## src/kvi_pkg.sv

```systemverilog
`default_nettype none
// ----------------------------------------------------------------------------
// kvi_pkg
// Shared types and constants of the keyframe vector interpolator.
// ----------------------------------------------------------------------------
package kvi_pkg;

    localparam int MAX_KEYS = 64;
    localparam int KEY_AW   = $clog2(MAX_KEYS);
    localparam int CNT_W    = 7;
    localparam int FRAC_W   = 16;
    localparam int DCNT_W   = $clog2(FRAC_W + 1);

    localparam logic       OP_WRITE = 1'b0;
    localparam logic       OP_QUERY = 1'b1;

    localparam logic [1:0] STAT_INTERP = 2'd0;
    localparam logic [1:0] STAT_SINGLE = 2'd1;
    localparam logic [1:0] STAT_CLAMP  = 2'd2;
    localparam logic [1:0] STAT_WRACK  = 2'd3;

    typedef logic [2:0][31:0] t_vec;

    typedef enum logic [2:0] {
        ST_IDLE,
        ST_SCMP,
        ST_KEY,
        ST_T0,
        ST_DIV,
        ST_MUL,
        ST_ADD,
        ST_DONE
    } t_state;

    typedef struct packed {
        logic        start;
        logic [31:0] num;
        logic [31:0] den;
    } t_div_ctl;

    typedef struct packed {
        logic busy;
        logic done;
    } t_div_sts;

    typedef struct packed {
        logic       mul_en;
        logic [1:0] comp;
    } t_lerp_ctl;

endpackage
`default_nettype wire

```

## src/kvi_lerp.sv

```systemverilog
`default_nettype none
// ----------------------------------------------------------------------------
// kvi_lerp
// Shared blend unit: one 17x33 multiply per component, registered, then
// start + floor(product / 2^16) for the same component.
// ----------------------------------------------------------------------------
module kvi_lerp
    import kvi_pkg::*;
(
    input  wire logic              i_clk,
    input  wire t_lerp_ctl         i_ctl,
    input  wire logic [FRAC_W-1:0] i_factor,
    input  wire t_vec              i_svec,
    input  wire t_vec              i_evec,
    output logic [31:0]            o_sum
);

    logic        [31:0] w_s;
    logic        [31:0] w_e;
    logic signed [32:0] w_diff;
    logic signed [49:0] w_prod;
    logic        [47:0] r_prod;

    always_comb begin
        case (i_ctl.comp)
            2'd0:    begin w_s = i_svec[0]; w_e = i_evec[0]; end
            2'd1:    begin w_s = i_svec[1]; w_e = i_evec[1]; end
            2'd2:    begin w_s = i_svec[2]; w_e = i_evec[2]; end
            default: begin w_s = i_svec[0]; w_e = i_evec[0]; end
        endcase
    end

    assign w_diff = $signed({w_e[31], w_e}) - $signed({w_s[31], w_s});
    assign w_prod = $signed({1'b0, i_factor}) * w_diff;

    always_ff @(posedge i_clk) begin
        if (i_ctl.mul_en) begin
            r_prod <= w_prod[47:0];
        end
    end

    // arithmetic shift floors; only the low 32 bits of the sum survive
    assign o_sum = w_s + r_prod[47:16];

endmodule
`default_nettype wire

```

## config.mk

```make
export PLATFORM = sky130hd
export DESIGN_NAME = kvi_lerp
export DESIGN_NICKNAME = d
export VERILOG_FILES = /design/src/kvi_pkg.sv /design/src/kvi_lerp.sv
export SDC_FILE = /design/constraint.sdc
export NUM_CORES = 2
export LEC_CHECK = 0
export BUFFER_PORTS_ARGS = -buffer_cell sky130_fd_sc_hd__buf_2
export CORE_MARGIN = 2
export CORE_UTILIZATION = 53
export DETAILED_ROUTE_END_ITERATION = 7
export PLACE_DENSITY_LB_ADDON = 0.12
export SLEW_MARGIN = 20
export SYNTH_ARGS = -nofsm -noshare
export SYNTH_HDL_FRONTEND = slang
export SYNTH_SLANG_ARGS = --single-unit
```

## constraint.sdc

```tcl
create_clock -name i_clk -period 15.7 [get_ports i_clk]
set_input_delay 2.355 -clock i_clk [delete_from_list [all_inputs] [get_ports i_clk]]
set_output_delay 2.355 -clock i_clk [all_outputs]
set_load 0.005 [all_outputs]
```

==> run_results.csv <==
group,metric,value,unit
outcome,status,"finished clean",
placed_design,finalWeightedCongestion,0.937,
critical_path,worst_ep_arrival_time,12.95,ns
global_route,grt_max_degree,96,
critical_path,critPathMaxFanout,64,
placed_design,port_buffers,243,
yosys,synthCells,2817,
clocking,cts.reportedPaths.clkPinSlew,0.05,ns
routing,routed_wl,68500,um
final_layout,area_delta_synth_final,7.86,%
yosys,synth_warnings,0,
clocking,cts_resized,0,
clocking,clk_path_buf_depth,2,
final_layout,antenna_cells,0,
final_layout,layout_common_cells,"inv_1 (618), fa_1 (487), nand2_1 (376)",
clocking,hold_buffers,0,
final_layout,multi_input_area,20000,sq um
final_layout,largest_reg_flops,32,
yosys,ys_types,66,
timing,max_freq,0.0779,GHz
critical_path,path_class,"in2reg",
critical_path,critPathLaunchType,"primary input",
timing,min_period,12.84,ns
critical_path,cp_slowest_cell,"o21ai_0",
final_layout,final_util,57.9,%
critical_path,path_depth,36,
job,maxCapViolCount,0,
routing,wl_per_cell,19.3,um
global_route,grt_pass1_wl,112000,um
hold_path,hold_path_class,"in2reg",
floorplanning,io_pins,244,
timing,worst_slew_margin_rel,22.9,%
yosys,ys_ff_latch,32,
placed_design,placed_cells,3540,
final_layout,regMostFlops,"r_prod",
critical_path,max_stage_delay,0.78,ns
clocking,htree_levels,2,
placed_design,place_hpwl,55200,um
yosys,seq_area_frac_synth,4.05,%
critical_path,end_kind,"flip-flop",
final_layout,fin_nets,3832,
timing,hold_viol,0,
routing,drtPass1Iterations,6,
critical_path,crit_buf_inv,7,
clocking,post-cts-setup-buffers,0,
floorplanning,core,44200,sq um
clocking,cts_tree,"built",
yosys,syn_area,23700,sq um
final_layout,num-fill-cells,4074,
floorplanning,placementRows,77,
final_layout,drive_gt1_share,10.8,%
routing,drtIter0Drc,1144,
hold_path,hold_path_depth,1,
final_layout,final_common_cell,"inv_1",
yosys,synth_edf_count,32,
routing,drcViolationCount,0,
clocking,root_buffer,"clkbuf_16",
critical_path,cp.required,15.82,ns
yosys,ys.flop_type,"edfxtp_1",
timing,grt_setup_unrepaired,"no",
routing,vias_per_cell,5.52,
clocking,numCtsBuffers,5,
final_layout,reg_top3,"r_prod x32",
critical_path,cp_top_family,"compound AO/OA/AOI/OAI gates",
floorplanning,die_y,216,um
global_route,track_usage,30.5,%
final_layout,seq_area,961,sq um
timing,slew_violations,0,
floorplanning,die-area,46500,sq um
routing,via_count,19600,
timing,setup_violations,0,
floorplanning,initial_core_util,53.7,%
timing,tns,0,ns
timing,worst_pin_slew,1.15,ns
timing,period_share,81.8,%
yosys,syn_nets,3694,
yosys,syn_avg_cell_area,8.42,sq um
yosys,async_flop_share,0,%
global_route,grt_pass1_vias,20900,
critical_path,path_common_cell,"fa_1",
global_route,antenna_found_initial,1,
floorplanning,dieWidth,216,um
clocking,cts_num_sinks,32,
global_route,overflow,0,
routing,drtAntennaViolNets,0,
final_layout,final_cells,3547,
[layout make-up]
type	count	area share, %
timing repair buffer	270	5.54
clock buffer	5	0.489
tap	592	2.89
clock inverter	2	0.0293
sequential	32	3.75
inverter	618	9.06
multi-input combinational	2028	78.2
[metal layers]
metal	up-vias	wire length, um	track usage, %
met5	-	0	0
met3	151	3290	2.45
met4	0	2920	11.2
met2	633	34800	54.2
met1	9863	27600	38.9
li1	8950	-	-
[cells by family after synthesis]
| family | share of synthesized area, % |
|---|---|
| adders and majority gates | 50.5 |
| xor gates and xnor gates | 3.95 |
| DFF | 4.05 |
| AOI/OAI and AO/OA | 12.3 |
| buffers and inverters | 12.1 |
| and+or+nand+nor | 17.1 |
[stage by stage]
step	setup slack [ns]	area (sq um)	hold slack (ns)
6_report	2.86	25600	2.71
3_5_place_dp	2.59	25500	3.00
2_1_floorplan	3.96	23700	2.47
4_1_cts	2.87	25600	2.71
3_3_place_gp	2.88	25500	3.00
5_1_grt	2.17	25600	2.74
[cells in the mapped netlist (all sizes together), types with 3 or more instances]
| cell type | count | area [sq um] |
|---|---|---|
| a41oi | 4 | 35.0 |
| a21o | 44 | 338 |
| o311a | 6 | 60.1 |
| a31oi | 11 | 68.8 |
| a22oi | 66 | 495 |
| nor2 | 63 | 236 |
| nand4 | 21 | 131 |
| a2111oi | 4 | 53.8 |
| edfxtp | 32 | 961 |
| a211o | 6 | 52.6 |
| fa | 487 | 9750 |
| nand3 | 16 | 80.1 |
| or2 | 8 | 50.1 |
| o21bai | 3 | 22.5 |
| and3 | 9 | 56.3 |
| clkbuf | 123 | 462 |
| a21boi | 3 | 22.5 |
| nor3 | 13 | 65.1 |
| o21ai | 114 | 574 |
| nand3b | 5 | 37.5 |
| o311ai | 12 | 180 |
| o31a | 3 | 26.3 |
| and4 | 3 | 26.3 |
| o211ai | 5 | 37.5 |
| a22o | 4 | 35.0 |
| o31ai | 7 | 52.6 |
| a21oi | 81 | 405 |
| inv | 618 | 2320 |
| and2 | 241 | 1510 |
| nor2b | 41 | 257 |
| a211oi | 10 | 75.1 |
| o21a | 24 | 180 |
| nand2b | 21 | 131 |
| nand2 | 376 | 1410 |
| ha | 178 | 2230 |
| nor4 | 3 | 18.8 |
| xor2 | 26 | 228 |
| o2111ai | 5 | 43.8 |
| xnor2 | 81 | 709 |
| buf | 16 | 92.6 |
[path summary, 6_finish.rpt]
path	to	slack (ns)	startpoint
setup / recovery	r_prod[46]	2.86	i_ctl[0]
hold / removal	r_prod[44]	2.71	i_ctl[2]
Power is left out: the tool's default activity adds up to more than one toggle a clock period on the data nets, which glitch-free logic cannot reach.
