File: src/kvi_pkg.sv
`default_nettype none
// ----------------------------------------------------------------------------
// kvi_pkg
// Shared types and constants of the keyframe vector interpolator.
// ----------------------------------------------------------------------------
package kvi_pkg;

    localparam int MAX_KEYS = 64;
    localparam int KEY_AW   = $clog2(MAX_KEYS);
    localparam int CNT_W    = 7;
    localparam int FRAC_W   = 16;
    localparam int DCNT_W   = $clog2(FRAC_W + 1);

    localparam logic       OP_WRITE = 1'b0;
    localparam logic       OP_QUERY = 1'b1;

    localparam logic [1:0] STAT_INTERP = 2'd0;
    localparam logic [1:0] STAT_SINGLE = 2'd1;
    localparam logic [1:0] STAT_CLAMP  = 2'd2;
    localparam logic [1:0] STAT_WRACK  = 2'd3;

    typedef logic [2:0][31:0] t_vec;

    typedef enum logic [2:0] {
        ST_IDLE,
        ST_SCMP,
        ST_KEY,
        ST_T0,
        ST_DIV,
        ST_MUL,
        ST_ADD,
        ST_DONE
    } t_state;

    typedef struct packed {
        logic        start;
        logic [31:0] num;
        logic [31:0] den;
    } t_div_ctl;

    typedef struct packed {
        logic busy;
        logic done;
    } t_div_sts;

    typedef struct packed {
        logic       mul_en;
        logic [1:0] comp;
    } t_lerp_ctl;

endpackage
`default_nettype wire

File: src/kvi_div.sv
`default_nettype none
// ----------------------------------------------------------------------------
// kvi_div
// Restoring divider, one quotient bit per cycle, for the Q0.16 blend factor.
// Requires num < den; gives floor(num * 2^16 / den).
// ----------------------------------------------------------------------------
module kvi_div
    import kvi_pkg::*;
(
    input  wire logic         i_clk,
    input  wire logic         i_rst_n,
    input  wire t_div_ctl     i_ctl,
    output t_div_sts          o_sts,
    output logic [FRAC_W-1:0] o_quot
);

    logic [31:0]       r_rem;
    logic [31:0]       r_den;
    logic [DCNT_W-1:0] r_cnt;
    logic              r_busy;
    logic              r_done;
    logic [32:0]       w_sh;
    logic [32:0]       w_sub;
    logic              w_ge;

    assign w_sh  = {r_rem, 1'b0};
    assign w_sub = w_sh - {1'b0, r_den};
    assign w_ge  = w_sh >= {1'b0, r_den};

    always_ff @(posedge i_clk) begin
        if (!i_rst_n) begin
            r_busy <= 1'b0;
            r_done <= 1'b0;
            r_cnt  <= '0;
        end else begin
            r_done <= 1'b0;
            if (i_ctl.start) begin
                r_busy <= 1'b1;
                r_cnt  <= DCNT_W'(FRAC_W);
            end else if (r_busy) begin
                r_cnt <= r_cnt - 1'b1;
                if (r_cnt == DCNT_W'(1)) begin
                    r_busy <= 1'b0;
                    r_done <= 1'b1;
                end
            end
        end
    end

    always_ff @(posedge i_clk) begin
        if (i_ctl.start) begin
            r_rem  <= i_ctl.num;
            r_den  <= i_ctl.den;
            o_quot <= '0;
        end else if (r_busy) begin
            r_rem  <= w_ge ? w_sub[31:0] : w_sh[31:0];
            o_quot <= {o_quot[FRAC_W-2:0], w_ge};
        end
    end

    assign o_sts.busy = r_busy;
    assign o_sts.done = r_done;

endmodule
`default_nettype wire

File: config.mk
export PLATFORM = sky130hd
export DESIGN_NAME = kvi_div
export DESIGN_NICKNAME = d
export VERILOG_FILES = /design/src/kvi_pkg.sv /design/src/kvi_div.sv
export SDC_FILE = /design/constraint.sdc
export NUM_CORES = 1
export LEC_CHECK = 0
export BUFFER_PORTS_ARGS = -buffer_cell sky130_fd_sc_hd__buf_2
export CAP_MARGIN = 20
export CORE_MARGIN = 3
export CORE_UTILIZATION = 45
export CTS_CLUSTER_SIZE = 10
export DETAILED_ROUTE_END_ITERATION = 8
export MAX_ROUTING_LAYER = met4
export PLACE_DENSITY = 0.62
export REMOVE_ABC_BUFFERS = 1
export SYNTH_ARGS = -nofsm -noshare
export SYNTH_HDL_FRONTEND = slang
export SYNTH_SLANG_ARGS = --single-unit
File: constraint.sdc
create_clock -name i_clk -period 6.42 [get_ports i_clk]
set_input_delay 1.284 -clock i_clk [delete_from_list [all_inputs] [get_ports i_clk]]
set_output_delay 1.284 -clock i_clk [all_outputs]
set_load 0.03 [all_outputs]
==> impl_results.rst, run 1 <==
.. list-table::
   :header-rows: 1

   * - Metric
     - Value
   * - Run status
     - finished clean
   * - Nature of the critical path startpoint
     - flip-flop
   * - Starting density of the core
     - a little under half
   * - Period Utilization, post-route
     - a little over half
   * - Cells along the critical path
     - ha_1 > a211oi_2 > nor3b_1 > o41ai_4 > a21boi_1 > o31a_1 > and2_4 > mux2_4 > mux2_2
   * - Crit Path Class
     - reg -> reg
   * - Drt pass-1 iters
     - 4
   * - Remaining antenna violation count
     - 0
   * - Latest clock arrival within the worst-skew pair
     - around 0.35 ns
   * - Worst-path fanout max
     - 30
   * - Number of enable-type register cells in the synthesized netlist
     - 64
   * - Post-route DRC
     - 0
   * - Post-Layout Inst Area
     - about 6400 sq um
   * - Final count of pins violating max slew
     - 0
   * - Multi-input gate area in the final layout
     - 2950 sq um
   * - Kind of cell with the highest combined delay on the critical path
     - simple AND/OR/NAND/NOR gates
   * - Highest-delay cell along the critical path
     - and2_4
   * - Average vias per placed instance
     - around 5.5
   * - Count of final setup violators
     - 0
   * - Count of max-cap constraint violations
     - 0
   * - Fmax achieved
     - about 300 MHz
   * - Worst Setup SP
     - r_rem[25]
   * - Critical Path End Type
     - flip-flop
   * - Post-CTS Resized
     - 0
   * - DIE HEIGHT
     - around 120 um
   * - Summed instance area of the synthesized netlist
     - approximately 5600 sq um
   * - Floorplan die area
     - ~14000 sq um
   * - Signal arrival time at the worst endpoint
     - approximately 3.4 ns
   * - Post-route clock skew
     - 0.00585 ns
   * - Most common cell after layout, fill and taps aside
     - buf_2
   * - Standard cell area after detailed placement
     - around 6000 sq um
   * - GRT Overall Usage
     - between 15 and 20%
   * - Total CTS buffers
     - 9
   * - Routed wire per std cell
     - around 16 um
   * - Leakage dissipation
     - about 0.0028 uW
   * - Number of inserted filler cells in the final layout
     - between 1k and 1.5k
   * - Via count of the first global-routing pass
     - ~4.4k
   * - Sequential area share after synthesis
     - between 40% and 50%
   * - Number of synthesized register bits
     - between 80 and 90
   * - Number of vias in the routed layout
     - between 4k and 5k
   * - Unrepaired setup endpoints after global routing
     - no
   * - Max stage delay on crit path
     - ~0.52 ns
   * - Number of input and output port buffers inserted
     - between 80 and 90
   * - Sum of overflow across all layers after global routing
     - 0
   * - Row count
     - 40
   * - Detailed placer's ending HPWL
     - between 9000 and 10000 um
   * - Placer congestion estimate
     - about 0.87
   * - Number of standard cells after synthesis
     - 552
   * - Layout cell share with drive strength beyond 1
     - around 23%
   * - Required time of the critical path
     - between 6 and 7 ns
   * - Transition time at the pin with the least slew margin
     - 0.907 ns
   * - CTS tree
     - built
   * - Top library cells by usage in the layout, fill and taps aside
     - buf_2, edfxtp_1, nor2_1
   * - Total power per unit cell area
     - between 400 and 500 nW/um^2
   * - Core area
     - between 10000 and 15000 sq um
   * - Max H-tree Level
     - 3
   * - CP bufs+invs
     - 0
   * - Worst min-delay path startpoint
     - o_quot[15]
   * - Initial antenna violation count
     - 0
   * - Post-Synthesis Mean Instance Area
     - 10.2 sq um
   * - Number of clock sinks
     - 87
   * - Fraction of registers with async set or reset after synthesis
     - 0%
   * - Worst reg2reg path startpoint
     - r_rem[25]
   * - Tightest Hold Check Type
     - reg -> reg
   * - Post-Route WL
     - approximately 13000 um
   * - Reg clk slew, reported paths
     - 0.07 ns
   * - Iteration-0 DRC Markers
     - 188
   * - Maximum number of pins on one net before global-route repair
     - 64
   * - Footprint of the flip-flops and latches
     - 2380 sq um
   * - Number of hold buffers added after CTS
     - 0
   * - Post-synthesis to final-layout area growth
     - 14.5%
   * - Number of distinct standard cells referenced by the synthesized netlist
     - 66
   * - Largest voltage drop on the vdd net
     - a little over 200 uV
   * - Clock root buffer
     - clkbuf_16
   * - Total inserted antenna cells
     - 0
   * - Post-CTS setup repair buffer count
     - 0
   * - Count of warnings emitted by yosys
     - 0
   * - Number of hold violations in the final report
     - 0
   * - Main flop type after synthesis
     - edfxtp_1
   * - Number of nets in the layout
     - 725
   * - Relative max-transition margin
     - 39.5%
   * - Shortest period the worst path allows
     - 3.34 ns
   * - Die W
     - about 120 um
   * - Global-route wire length before repair
     - 21400 um
   * - Setup TNS
     - 0 ns
   * - Total I/O pin count
     - 85
   * - Deepest clock path buffer count
     - 2
-- Yosys cell counts (all sizes together), types with 3 or more instances --
cell type	number	area (sq um)
nor4	5	31.3
mux2	32	417
ha	34	425
nand2	41	156
a21o	13	97.6
clkbuf	13	48.8
a221o	6	60.1
mux2i	20	200
nor3	8	40.0
nor2b	6	37.5
xnor2	18	158
o21ai	24	120
xor2	12	105
nand4	5	31.3
and3	3	18.8
nor3b	9	67.6
or2	3	18.8
inv	44	165
buf	13	86.3
a21oi	36	180
a41oi	3	26.3
nor2	47	176
dfxtp	23	460
nand3	11	60.1
edfxtp	64	1920
nand2b	4	25.0
o21bai	4	30.0
a211oi	7	57.6
o21a	4	30.0
-- cell type report --
type,instances,share of cell area (%)
multi-input combinational,395,45.7
sequential,87,36.9
timing repair buffer,86,6.79
clock buffer,11,4.00
tap,168,3.26
inverter,44,2.56
clock inverter,5,0.718
-- state kept, by name, indices dropped and copies added, names as in the netlist --
name / count
o_quot: 16
r_rem: 32
r_den: 32
r_busy: 1
r_done: 1
r_cnt: 5
-- path summary, 6_finish.rpt --
kind,endpoint,slack (ns),depth (start not counted)
max,r_rem[5],3.08,9
min,o_quot[15],0.50,2
max reg2reg,r_rem[5],3.08,9
min reg2reg,o_quot[15],0.50,2
-- power by group --
part / total (uW) / internal [uW] / switching (uW) / leakage (uW)
Sequential: 838 / 773 / 65.1 / 0.000824
Combinational: 1790 / 829 / 960 / 0.00183
Clock: 536 / 298 / 238 / 0.000152
Total: 3160 / 1900 / 1260 / 0.00281
-- worst register-to-register path, cell delays in order, from the launching register on --
cell and delay, ns:
edfxtp_1 0.41, ha_1 0.46, a211oi_2 0.11, nor3b_1 0.45, o41ai_4 0.14, a21boi_1 0.14
o31a_1 0.24, and2_4 0.52, mux2_4 0.35, mux2_2 0.26
-- through the flow --
step                setup slack [ns]  instances  power [uW]  utilization, %  hold WS [ns]
CTS                             3.06        796        3180            53.2         0.498
finish                          3.08        796        3160            53.2         0.496
detailed placement              3.08        780        2630            50.7         0.489
floorplan                       3.45        526        2240               -         0.468
global route                    2.84        796        3410            53.2         0.549
global placement                3.15        780        2610            50.7         0.472
-- metal layers --
layer  up-vias  share of wire (%)  GRT usage [%]
met5         -                  0              -
met4         0                1.5           7.55
met3        13                4.6           3.12
met2       116                 45           29.1
met1      2067                 49           26.6
li1       2158                  -              -
-- cells by family after synthesis --
group,after synthesis,synth area share [%]
compound gates,125,15.4
xor+xnor,30,4.67
fa+ha+maj,35,7.91
buf+inv,70,5.33
flops,87,42.3
mux,52,11.0
simple gates,153,13.4
Note: power is estimated with default switching activity, not from simulation.
==> run 2, diff against run 1 <==
- ABC_AREA: unset -> 1
- PLACE_DENSITY: 0.62 -> 0.64
- clock period: 6.42 -> 2.9 ns (I/O delays scaled with it)
==> impl_results.rst, run 2 <==
.. list-table::
   :header-rows: 1

   * - Metric
     - Value
   * - Routed wire per std cell
     - approximately 14 um
   * - Met2 GRT Util
     - between 30 and 40%
   * - Count of warnings emitted by yosys
     - 0
   * - Number of distinct standard cells referenced by the synthesized netlist
     - 36
   * - GRT Overall Usage
     - roughly 22%
   * - Main flop type after synthesis
     - edfxtp_1
   * - Top cell types by occurrence after synthesis
     - nand2_1, inv_1, nand3_1
   * - Number of nets in the layout
     - around 1.1k
   * - Most common cell after layout, fill and taps aside
     - nand2_1
   * - Global-route wire length before repair
     - roughly 27000 um
   * - Count of final setup violators
     - 0
   * - Maximum number of pins on one net before global-route repair
     - 66
   * - Row count
     - between 40 and 50
   * - Shortest period the worst path allows
     - ~2.4 ns
   * - Latest clock arrival within the worst-skew pair
     - around 0.36 ns
   * - Clock root buffer
     - clkbuf_16
   * - Switching share of power
     - roughly 40%
   * - Net switching power figure
     - slightly below 2000 uW
   * - Fmax achieved
     - 410 MHz
   * - Critical Path End Type
     - flip-flop
   * - Crit Path Class
     - reg -> reg
   * - Number of synthesized register bits
     - 87
   * - Initial antenna violation count
     - 0
   * - Tightest Hold Check Type
     - in -> reg
   * - Drt pass-1 iters
     - 6
   * - Dpl ws
     - 0.465 ns
   * - Placer congestion estimate
     - just under 1
   * - Iteration-0 DRC Markers
     - 310
   * - Number of enable-type register cells in the synthesized netlist
     - 64
   * - Number of inserted filler cells in the final layout
     - around 1.4k
   * - Period Utilization, post-route
     - approximately 84%
   * - Largest voltage drop on the vdd net
     - approximately 410 uV
   * - Post-Route WL
     - around 16000 um
   * - Final count of pins violating max slew
     - 0
   * - Global-route met3 utilization
     - under 10%
   * - Sum of overflow across all layers after global routing
     - 0
   * - Setup TNS
     - 0 ns
   * - Starting density of the core
     - a little under half
   * - Run status
     - finished clean
   * - Average vias per placed instance
     - ~4.8
   * - Required time of the critical path
     - between 3 and 4 ns
   * - Met1 track utilization from global routing
     - between 20 and 30%
   * - Number of hold violations in the final report
     - 0
   * - Count of cells along the worst register-to-register path
     - 16
   * - Share of total power in combinational logic
     - between 40% and 50%
   * - Most used routing layer in global routing
     - met2
   * - Leakage dissipation
     - 0.00389 uW
   * - Total inserted antenna cells
     - 0
   * - Transition time at the pin with the least slew margin
     - slightly above 0.7 ns
   * - Sequential area share after synthesis
     - 37.5%
   * - DIE HEIGHT
     - 125 um
   * - Number of clock sinks
     - a little under 90
   * - Top cell type's share of synthesized area
     - 30.3%
   * - Number of standard cells after synthesis
     - between 900 and 1k
   * - Count of max-cap constraint violations
     - 0
   * - Relative max-transition margin
     - ~53%
   * - Deepest clock path buffer count
     - 2
   * - Remaining antenna violation count
     - 0
   * - Layout cell share with drive strength beyond 1
     - a little over an eighth
   * - Post-synthesis to final-layout area growth
     - 14.3%
   * - Clk network pwr share
     - 24.3%
   * - Hold Path Stages
     - 1
   * - Reg clk slew, reported paths
     - 0.07 ns
   * - Flop pwr share
     - 32.6%
   * - Total CTS buffers
     - 9
   * - Post-route DRC
     - 0
   * - Fraction of registers with async set or reset after synthesis
     - 0%
   * - CTS tree
     - built
   * - Post-CTS setup repair buffer count
     - 0
   * - Largest registers
     - r_den x32, r_rem x32, o_quot x16
   * - Cell type contributing the most total cell area after synthesis
     - edfxtp_1
   * - Unrepaired setup endpoints after global routing
     - no
   * - Internal Dissipation
     - 2910 uW
   * - Total I/O pin count
     - 85
   * - Post-route clock skew
     - between 0.008 and 0.009 ns
   * - Detailed placer's ending HPWL
     - 12500 um
   * - Floorplan die area
     - roughly 16000 sq um
   * - Number of hold buffers added after CTS
     - 0
   * - Hold_ws
     - approximately 0.4 ns
   * - Post-CTS Resized
     - 0
   * - Core area
     - between 10000 and 15000 sq um
   * - Total power
     - just under 5000 uW
   * - Final worst slack
     - 0.459 ns
   * - Worst-path fanout max
     - 17
   * - Via count of the first global-routing pass
     - between 5k and 6k
   * - Total power per unit cell area
     - 676 nW/um^2
   * - Post-Synthesis Mean Instance Area
     - between 6 and 7 sq um
   * - Max H-tree Level
     - 3
   * - Most area-consuming cells after synthesis
     - edfxtp_1, nand2_1, inv_1
   * - Number of vias in the routed layout
     - 5607
   * - Most repeated cell in the gate-level netlist after synthesis
     - nand2_1
   * - Number of input and output port buffers inserted
     - 84
   * - Nature of the critical path startpoint
     - flip-flop
   * - Die W
     - about 120 um
   * - Summed instance area of the synthesized netlist
     - between 6000 and 7000 sq um
   * - Top library cells by usage in the layout, fill and taps aside
     - nand2_1, inv_1, buf_2
   * - Signal arrival time at the worst endpoint
     - around 2.6 ns
run 2: cell types whose count changed in the layout (fill, tap and decap cells not counted), moves of 18 or more:
cell and delta:
o21ai_0 -19, a21oi_1 -18, nand3b_1 +25, inv_1 +143, nand2_1 +293, nand3_1 +61, mux2i_1 -20
run 2: layout make-up:
type                    count  area, sq um  area share [%]
clock buffers               9          225            3.11
clock inverters             7         88.8            1.23
inverters                 189          709            9.78
multi-input cells         610         3100            42.8
flip-flops and latches     87         2380            32.9
well taps                 176          220            3.04
repair buffers             96          523            7.21
run 2: power groups by stage:
stage / sequential (uW) / combinational, uW / clock [uW]
3_5_place_dp: 1620 / 2100 / 0
6_report: 1600 / 2110 / 1190
2_1_floorplan: 1610 / 1540 / 0
4_1_cts: 1600 / 2110 / 1220
3_3_place_gp: 1620 / 2090 / 0
5_1_grt: 1620 / 2430 / 1270
run 2: path summary, 6_finish.rpt:
check,startpoint,end,slack (ns)
worst min-delay path,i_ctl[12],r_den[12],0.39
worst min register to register,o_quot[14],o_quot[14],0.48
worst max-delay path,r_rem[2],r_rem[29],0.46
worst max register to register,r_rem[2],r_rem[29],0.46
run 2: worst max-delay path, stage by stage, from the launching register on:
cell and delay (ns):
edfxtp_1 0.42, ha_1 0.38, nand2_1 0.13, inv_1 0.05, nand2_1 0.08, nand2_1 0.05, nand2_1 0.06, nand3_2 0.12
nand2_1 0.11, nand2_1 0.09, nand2_2 0.14, buf_4 0.27, nand3_1 0.10, nand2_1 0.07, inv_1 0.04, nand2_1 0.05
nand2_1 0.04
run 2: kinds of logic (layout without fill, tap and decap cells):
family	Yosys count	after routing	share of synthesized area, %
XOR/XNOR	17	17	2.35
flip-flops	87	87	37.5
buffers and inverters	211	301	13.6
adder cells (fa/ha/maj)	35	35	7.02
AO/OA/AOI/OAI	46	46	4.28
AND/OR/NAND/NOR	512	512	35.2
run 2: metal layers:
metal | up-vias | wire, um
met1 | 2471 | 7970
met4 | 0 | 221
li1 | 2990 | -
met3 | 18 | 751
met5 | - | 0
met2 | 128 | 7090
run 2: stage by stage:
step	area, sq um	util, %	cells
3_5_place_dp	6940	51.4	1158
5_1_grt	7250	53.7	1174
4_1_cts	7250	53.7	1174
2_1_floorplan	6190	-	886
3_3_place_gp	6940	51.4	1158
6_report	7250	53.7	1174
==> run 3, diff against run 2 <==
- ABC_AREA: 1 -> 0
- PLACE_DENSITY: 0.64 -> 0.62
- clock period: 2.9 -> 2.35 ns (I/O delays scaled with it)
==> impl_results.rst, run 3 (synthesis gave the netlist of run 1 again) <==
.. list-table::
   :header-rows: 1

   * - Metric
     - Value
   * - Violated checks
     - setup timing
   * - Remaining antenna violation count
     - 0
   * - Number of hold buffers added after CTS
     - 0
   * - Net switching power figure
     - around 4500 uW
   * - Nature of the critical path startpoint
     - flip-flop
   * - Post-route clock skew
     - about 0.0064 ns
   * - Sum of overflow across all layers after global routing
     - 0
   * - Total I/O pin count
     - 85
   * - Via count of the first global-routing pass
     - approximately 5k
   * - Shortest period the worst path allows
     - approximately 3 ns
   * - Total CTS buffers
     - 9
   * - Share of total power in combinational logic
     - approximately 68%
   * - Fmax achieved
     - around 330 MHz
   * - Row count
     - 40
   * - Period Utilization, post-route
     - 127%
   * - Dpl ws
     - -0.730 ns
   * - Iteration-0 DRC Markers
     - approximately 180
   * - Leakage dissipation
     - ~0.0037 uW
   * - Hold_ws
     - approximately 0.29 ns
   * - Unrepaired setup endpoints after global routing
     - yes
   * - Internal Dissipation
     - 7610 uW
   * - Number of nets in the layout
     - between 800 and 900
   * - Worst reg2reg path startpoint
     - r_rem[14]
   * - Reg clk slew, reported paths
     - 0.07 ns
   * - CTS tree
     - built
   * - Routed wire per std cell
     - ~16 um
   * - Worst Setup SP
     - r_rem[14]
   * - Layout cell share with drive strength beyond 1
     - 46.6%
   * - Cell Count, Final, Fillers Out
     - between 900 and 1k
   * - Post-route core utilization
     - between 60% and 70%
   * - Average vias per placed instance
     - 5.22
   * - Drt pass-1 iters
     - 5
   * - Clock root buffer
     - clkbuf_16
   * - Maximum number of pins on one net before global-route repair
     - 39
   * - Instance count after placement with tap cells included
     - 906
   * - Total power per unit cell area
     - ~1500 nW/um^2
   * - Number of clock sinks
     - 87
   * - Transition time at the pin with the least slew margin
     - just over 0.5 ns
   * - Deepest clock path buffer count
     - 2
   * - Floorplan die area
     - ~14000 sq um
   * - Run status
     - finished, violations left
   * - Relative max-transition margin
     - around two thirds
   * - Tightest Hold Check Type
     - in -> reg
   * - Top library cells by usage in the layout, fill and taps aside
     - buf_4, buf_2, edfxtp_1
   * - Critical Path End Type
     - flip-flop
   * - Worst-path fanout max
     - 7
   * - Placer congestion estimate
     - a little over 0.9
   * - Crit Path Class
     - reg -> reg
   * - Latest clock arrival within the worst-skew pair
     - about 0.36 ns
   * - Worst min-delay path startpoint
     - i_ctl[27]
   * - Final count of pins violating max slew
     - 0
   * - Post-route DRC
     - 0
   * - Max H-tree Level
     - 3
   * - Largest registers
     - r_den x32, r_rem x32, o_quot x16
   * - Total inserted antenna cells
     - 0
   * - Starting density of the core
     - between 40% and 50%
   * - Signal arrival time at the worst endpoint
     - a little over 3 ns
   * - Number of vias in the routed layout
     - 5001
   * - Post-synthesis to final-layout area growth
     - 47.0%
   * - Detailed placer's ending HPWL
     - 10800 um
   * - Switching share of power
     - about 37%
   * - DIE HEIGHT
     - 118 um
   * - Initial antenna violation count
     - 0
   * - Number of input and output port buffers inserted
     - between 80 and 90
   * - Count of final setup violators
     - 33
   * - GRT Overall Usage
     - a little under a quarter
   * - Core area
     - between 10000 and 15000 sq um
   * - Post-Route WL
     - between 15000 and 20000 um
   * - Clk network pwr share
     - 12.3%
   * - Count of max-cap constraint violations
     - 0
   * - Final worst slack
     - -0.640 ns
   * - Die W
     - 118 um
   * - Number of hold violations in the final report
     - 0
   * - Largest voltage drop on the vdd net
     - 795 uV
   * - Flop pwr share
     - between 10% and 20%
   * - Required time of the critical path
     - around 2.5 ns
   * - Global-route wire length before repair
     - 25000 um
   * - Most common cell after layout, fill and taps aside
     - buf_4
[run 3: worst paths after layout]
| kind | to | slack (ns) | cells past startpoint |
|---|---|---|---|
| max | r_rem[5] | -0.64 | 10 |
| min | r_den[27] | 0.29 | 1 |
| max reg2reg | r_rem[5] | -0.64 | 10 |
| min reg2reg | o_quot[15] | 0.50 | 2 |
[run 3: cell type report]
cell class	instances	area [sq um]
multi-input cells	395	3430
repair buffers	248	1780
well taps	168	210
inverters	44	165
fillers	963	3830
clock inverters	7	83.8
flip-flops and latches	87	2380
clock buffers	9	225
[run 3: power groups by stage]
stage / clock network, uW / logic [uW] / registers (uW)
2_1_floorplan: 0 / 3820 / 2280
3_3_place_gp: 0 / 6360 / 2320
3_5_place_dp: 0 / 6470 / 2330
4_1_cts: 1520 / 7770 / 2350
5_1_grt: 1590 / 8970 / 2400
6_report: 1490 / 8300 / 2360
[run 3: routing by layer]
metal | track usage (%) | up-vias | wire length, um
met5 | - | - | 0
met4 | 3.88 | 0 | 121
met3 | 5.00 | 15 | 714
met2 | 36.6 | 100 | 7290
met1 | 29.8 | 2388 | 6990
li1 | - | 2498 | -
[run 3: stage by stage]
stage / area, sq um / TNS (ns) / power (uW)
6_report: 8280 / -17.63 / 12200
3_3_place_gp: 7130 / -18.55 / 8680
2_1_floorplan: 5500 / -14.30 / 6110
4_1_cts: 8020 / -16.98 / 11600
5_1_grt: 8280 / -21.18 / 13000
3_5_place_dp: 7130 / -20.27 / 8800
[run 3: timing repair]
item | in CTS | in global routing
setup buffers | 25 | 14
setup endpoints to repair | 33 | 33
gates cloned | 1 | 0
pin swaps | 33 | 22
resized for setup | 76 | 29
[run 3: critical path, stage by stage, from the launching register on]
cell      delay (ns)
edfxtp_1        0.43
ha_4            0.31
nand4_1         0.15
or3_4           0.45
nor3b_2         0.16
and4b_1         0.22
nand3_2         0.08
and2_4          0.22
buf_12          0.16
mux2_4          0.30
mux2_4          0.26
